$ cat config.mk
export PLATFORM = sky130hd
export DESIGN_NAME = wplru_merge
export DESIGN_NICKNAME = d
export VERILOG_FILES = /design/src/wplru_pkg.sv /design/src/wplru_merge.sv
export SDC_FILE = /design/constraint.sdc
export NUM_CORES = 2
export LEC_CHECK = 0
export ABC_AREA = 1
export BUFFER_PORTS_ARGS = -buffer_cell sky130_fd_sc_hd__buf_4
export CORE_ASPECT_RATIO = 0.5
export CORE_MARGIN = 4
export CORE_UTILIZATION = 30
export DETAILED_ROUTE_END_ITERATION = 6
export MAX_ROUTING_LAYER = met4
export PLACE_DENSITY_LB_ADDON = 0.1
export REMOVE_ABC_BUFFERS = 1
export SYNTH_ARGS = -nofsm -noshare
export SYNTH_HDL_FRONTEND = slang
export SYNTH_SLANG_ARGS = --single-unit
$ cat constraint.sdc
create_clock -name aclk -period 11 [get_ports aclk]
set_input_delay 0.55 -clock aclk [delete_from_list [all_inputs] [get_ports aclk]]
set_output_delay 0.55 -clock aclk [all_outputs]
set_load 0.03 [all_outputs]
$ cat src/wplru_pkg.sv
package wplru_pkg;

    localparam int NUM_WAYS_DEF   = 16;
    localparam int NUM_SETS_DEF   = 2048;
    localparam int NUM_CORES_DEF  = 4;
    localparam int STAMP_BITS_DEF = 64;

    localparam int BOUND_W     = 5;
    localparam int NUM_BOUNDS  = 3;
    localparam int VALID_W     = 16;
    localparam int APB_ADDR_W  = 4;
    localparam int APB_DATA_W  = 32;

    localparam logic [1:0] OP_VICTIM = 2'd0;
    localparam logic [1:0] OP_FILL   = 2'd1;
    localparam logic [1:0] OP_ACCESS = 2'd2;

    localparam logic [1:0] REG_BOUNDARY_ONE   = 2'd0;
    localparam logic [1:0] REG_BOUNDARY_TWO   = 2'd1;
    localparam logic [1:0] REG_BOUNDARY_THREE = 2'd2;

    typedef struct packed {
        logic [1:0]  operation;
        logic [1:0]  core;
        logic [10:0] set_index;
        logic [3:0]  way_index;
        logic [15:0] valid_bits;
        logic        is_hit;
        logic        is_write;
    } in_t;

    typedef struct packed {
        logic [3:0] victim_way;
        logic       partition_empty;
    } out_t;

    typedef enum logic [2:0] {
        ST_CLEAR,
        ST_IDLE,
        ST_LOAD,
        ST_REDUCE,
        ST_EMIT
    } state_t;

    typedef struct packed {
        logic we;
        logic re;
    } lane_ctl_t;

    typedef struct packed {
        logic load;
        logic step;
    } merge_ctl_t;

endpackage

$ cat src/wplru_merge.sv
module wplru_merge #(
    parameter int NUM_WAYS   = wplru_pkg::NUM_WAYS_DEF,
    parameter int STAMP_BITS = wplru_pkg::STAMP_BITS_DEF
) (
    input  logic                                 aclk,
    input  wplru_pkg::merge_ctl_t                ctl,
    input  logic [NUM_WAYS-1:0][STAMP_BITS-1:0]  lane_stamp,
    input  logic [NUM_WAYS-1:0]                  lane_elig,
    input  logic                                 set_ok,
    output logic [$clog2(NUM_WAYS)-1:0]          best_way
);

    localparam int LEVELS = $clog2(NUM_WAYS);
    localparam int WAY_W  = LEVELS;
    localparam int SLOTS  = 1 << LEVELS;
    localparam int HALF   = SLOTS / 2;

    logic [STAMP_BITS-1:0] stamp_reg [SLOTS];
    logic [STAMP_BITS-1:0] stamp_next [SLOTS];
    logic                  ok_reg [SLOTS];
    logic                  ok_next [SLOTS];
    logic [WAY_W-1:0]      way_reg [SLOTS];
    logic [WAY_W-1:0]      way_next [SLOTS];

    always_comb begin
        for (int i = 0; i < SLOTS; i++) begin
            stamp_next[i] = stamp_reg[i];
            ok_next[i]    = ok_reg[i];
            way_next[i]   = way_reg[i];
        end
        if (ctl.load) begin
            for (int i = 0; i < SLOTS; i++) begin
                if (i < NUM_WAYS) begin
                    stamp_next[i] = set_ok ? lane_stamp[i] : '0;
                    ok_next[i]    = lane_elig[i];
                end else begin
                    stamp_next[i] = '0;
                    ok_next[i]    = 1'b0;
                end
                way_next[i] = WAY_W'(i);
            end
        end else if (ctl.step) begin
            for (int i = 0; i < HALF; i++) begin
                if (ok_reg[2*i+1] &&
                    (!ok_reg[2*i] || stamp_reg[2*i+1] < stamp_reg[2*i])) begin
                    stamp_next[i] = stamp_reg[2*i+1];
                    ok_next[i]    = 1'b1;
                    way_next[i]   = way_reg[2*i+1];
                end else begin
                    stamp_next[i] = stamp_reg[2*i];
                    ok_next[i]    = ok_reg[2*i];
                    way_next[i]   = way_reg[2*i];
                end
            end
        end
    end

    always_ff @(posedge aclk) begin
        for (int i = 0; i < SLOTS; i++) begin
            stamp_reg[i] <= stamp_next[i];
            ok_reg[i]    <= ok_next[i];
            way_reg[i]   <= way_next[i];
        end
    end

    assign best_way = way_reg[0];

endmodule

* Word level (Yosys, flattened, before mapping)
Memory sizes are Yosys's and may differ from the RTL's. Cells that the tools add are included.
Cells by class: $lt $le $gt $ge 8, multiplexer cells 49, reductions and logical operators 24
Operator list (count):
- $mux W512 | 3
- $mux W64 | 24
- $lt A64 B64 Y1 | 8
- $mux W32 | 3
- $mux W4 | 8
- $mux W8 | 3
- $logic_and A1 B1 Y1 | 8
- $logic_not A1 Y1 | 8
- $logic_or A1 B1 Y1 | 8
- $mux W1 | 8
Word-level totals: bits in registers 0, bits in writable memories 1104, memories 3, output and inout port bits 4
Memory list:
- stamp_reg | words 16, width 64, rd ports 16, clocked after memory_dff 0, wr ports 16, line wplru_merge.sv:18 | logic [STAMP_BITS-1:0] stamp_reg [SLOTS];
- way_reg | words 16, width 4, rd ports 16, clocked after memory_dff 0, wr ports 16, line wplru_merge.sv:22 | logic [WAY_W-1:0] way_reg [SLOTS];
- ok_reg | words 16, width 1, rd ports 16, clocked after memory_dff 0, wr ports 16, line wplru_merge.sv:20 | logic ok_reg [SLOTS];

* Depth between registers and ports, before layout
word-level depth 6, mapped depth 21

* Worst setup path before layout
Ideal clock, no wire load.
kind input -> register, start point input port ctl[1] in the netlist's numbering, end point memory ok_reg[0][0], enable pin, library setup time 807 ps, stages on the path 3, data arrival time 9697 ps, slack 496 ps, required time 10193 ps, buffers on the path 1, cell sequence buf_2 nor2_1 inv_1
RTL lines:
- from (decl) | line wplru_merge.sv:6 | input wplru_pkg::merge_ctl_t ctl,
- to (decl) | line wplru_merge.sv:20

==> flow_summary_export.csv <==
group,metric,value,unit
clock_network,clk_path_buf_depth,3,
sta,rsz0062_at_grt,"no",
sta,max_slew_margin,23.0,%
layout,nNetsFinal,10000,
sta,fmax,236,MHz
floorplan,start_util,30.3,%
layout,largest_reg_flops,1024,
route,dr.first_iter.drc_count,3534,
critical_path,criticalPathCategory,"reg2reg",
power,p_int,8.26,mW
power,p_switching,3.80,mW
layout,drive_gt1_share,16.0,%
sta,fin_crit,4.23,ns
critical_path,slowest_delay,0.75,ns
sta,tightest_slew,1.16,ns
layout,area_growth,25.8,%
placed_design,dpl.hpwl,193000,µm
power,peakVddDrop,0.123,mV
sta,hold_viol_final,0,
critical_path,cp_max_fo,56,
yosys,synth_area,62800,µm²
sta,timing.hold.ws,0.0641,ns
yosys,synth_warnings,0,
floorplan,die_w,655,µm
global_route,overflow,0,
worst_hold_path,hold_class,"in2reg",
power,p_per_area,153,nW/µm²
floorplan,die_area,217000,µm²
critical_path,cp.arrival,4.73,ns
critical_path,timing.critical_path.mode_cell,"nand2_1",
power,leakagePower,41.2,nW
power,totalPowerFinal,12.1,mW
critical_path,rrSetupSlack,6.77,ns
clock_network,cts_buffers,109,
yosys,netlist-cell-type-count,37,
status,status,"finished clean",
global_route,grt_pass1_wl,358000,µm
yosys,syn_area_per_cell,8.50,µm²
route,viasPerCell,4.59,
worst_hold_path,hold_end,"stamp_reg[1][419]",
global_route,grt_usage,23.4,%
layout,utilization,38.1,%
clock_network,cts-root-buf,"clkbuf_16",
sta,setup_slack,6.77,ns
clock_network,cts_tree,"built",
flow_run,maxCapViolations,0,
critical_path,path_delay_family,"simple AND/OR/NAND/NOR gates",
route,dr.pass1.iters,5,
route,ant_nets,0,
worst_hold_path,holdPathStages,3,
critical_path,crit-reg2reg-launch,"stamp_reg[1][252]",
global_route,grt_pass1_vias,52700,
critical_path,critPathCaptureType,"register",
critical_path,crit_chain,"ha_1 -> nand2_1 -> inv_1 -> nand2_1 -> nor3_2 -> nand2_1 -> nor3_1 -> nand2_1 -> nand2_1 -> nand2_2 -> nand2_2 -> buf_4 -> nand2_1 -> nand3_1 -> nand2_1",
clock_network,cts_resized,0,
power,power_frac_clock,33.8,%
critical_path,worstPathBufferInverterCount,2,
clock_network,clk_pin_slew,0.07,ns
floorplan,pin_count,1048,
critical_path,rr_worst_depth,15,
power,swShare,31.5,%
placed_design,gp_congestion,0.882,
placed_design,dp_slack,6.22,ns
power,combPwrFrac,22.5,%
yosys,ys_ff_latch,1061,
critical_path,r2r_end,"stamp_reg[0][362]",
global_route,antenna_found_initial,71,
floorplan,die_y,332,µm
critical_path,crit_slowest_cell,"buf_4",
placed_design,io_buffers,1047,
critical_path,startpoint_type,"register",
critical_path,crit_required,11.50,ns
route,wl_per_cell,22.2,µm
sta,setup-tns-final,0,ns
sta,skew,0.0422,ns
sta,setup_viol,0,
floorplan,core,208000,µm²
worst_hold_path,worstHoldStart,"lane_stamp[931]",
global_route,grt_max_degree,161,
yosys,netlist_instances,7392,
clock_network,htreeDepth,3,
route,drc,0,
clock_network,clk_latency,0.77,ns
floorplan,rows,118,
clock_network,clock_sinks,1061,
route,vias,52200,
power,pwr-share-seq,43.7,%
yosys,ys_seq_area_share,50.4,%
sta,min_period_over_period,38.5,%
route,routed_wl,253000,µm
sta,final-max-slew-violation-count,0,
==> power groups by stage <==
stage | combinational (mW) | sequential [mW] | clock, mW
final | 2.72 | 5.27 | 4.07
after detailed placement | 2.67 | 5.35 | 0
after floorplan | 1.53 | 5.25 | 0
after global placement | 2.65 | 5.35 | 0
after global routing | 3.09 | 5.31 | 4.37
after CTS | 2.75 | 5.27 | 4.19
==> routing by layer <==
metal,share of wire (%),track usage (%),routed length (µm)
met5,0,-,0
met4,3.4,8.43,8520
met3,3.9,2.74,9820
met2,50,40.1,128000
met1,42,28.2,107000
==> worst max-delay path by stage <==
stage	from	endpoint	slack, ns	depth (start not counted)
6_report	stamp_reg[1][252]	stamp_reg[0][362]	6.77	15
5_1_grt	stamp_reg[1][252]	stamp_reg[0][364]	6.51	15
4_1_cts	stamp_reg[1][207]	stamp_reg[0][357]	6.66	17
3_5_place_dp	ctl[1]	stamp_reg[0][286]	6.22	6
3_3_place_gp	ctl[1]	stamp_reg[0][285]	6.22	6
2_1_floorplan	ctl[1]	stamp_reg[0][0]	-2.52	2
==> cell families (layout without fill, tap and decap cells) <==
kind of cell	after synthesis	in the layout	synth area share [%]
and+or+nand+nor	3469	3469	23.3
buffers and inverters	1917	3115	12.2
DFF	1061	1061	50.4
adders and majority gates	504	504	10.0
AOI/OAI and AO/OA	441	441	3.99
other	0	40	0
==> per-stage QoR <==
stage	cell area [µm²]	std cells
after detailed placement	73000	10900
after global routing	79000	11400
after CTS	78900	11400
final	79000	11400
after floorplan	61100	7067
after global placement	73000	10900
==> placed cells by master, fill, tap and decap left out, types with 18 or more instances in the layout <==
cell type / synthesis / layout
dlygate4sd3_1: 0 / 217
diode_2: 0 / 40
buf_4: 19 / 1092
edfxtp_1: 1040 / 1040
nand3_1: 958 / 958
nand2_1: 2223 / 2214
a22o_1: 64 / 64
o21ai_0: 92 / 92
nor3_1: 32 / 32
a21oi_1: 258 / 258
bufinv_16: 0 / 18
dfxtp_1: 21 / 21
clkbuf_16: 0 / 109
ha_1: 504 / 504
nand2_2: 86 / 85
clkinv_2: 0 / 23
nor2_1: 113 / 113
nand4_1: 31 / 31
clkinv_1: 2 / 25
inv_1: 1585 / 1584
==> Yosys cell counts, drive strengths merged <==
cell type	number	area, µm²
o21ai	92	460
a21boi	1	7.51
nand3b	4	30.0
a22oi	2	15.0
o21a	4	30.0
a31oi	3	18.8
a21o	9	67.6
ha	504	6310
dfxtp	21	420
a21oi	258	1290
edfxtp	1040	31200
clkbuf	193	724
o211ai	3	22.5
a22o	64	561
nor2	113	424
clkinv	2	7.51
or2	5	31.3
nand2	2309	8880
o22ai	5	31.3
nand3	960	4810
nor4	8	62.6
inv	1590	5970
nor3	35	190
nor3b	1	7.51
nand4	31	194
buf	132	987
and3	3	18.8
==> tightest hold or removal path, stage by stage <==
cell and delay, ns:
buf_4 0.07, nand2_1 0.04, inv_1 0.04
==> layout make-up <==
class | count | area (µm²)
timing repair buffer | 1317 | 10500
antenna | 40 | 100
clock buffer | 130 | 2840
multi-input combinational | 4414 | 23500
fill | 21800 | 129000
sequential | 1061 | 31700
inverter | 1592 | 6000
tap | 2760 | 3450
clock inverter | 76 | 928
==> timing repair <==
item | in CTS | in global routing
setup buffers | 0 | 0
hold endpoints to repair | 217 | 0
hold buffers | 217 | 0
(Power assumes the default switching activity.)
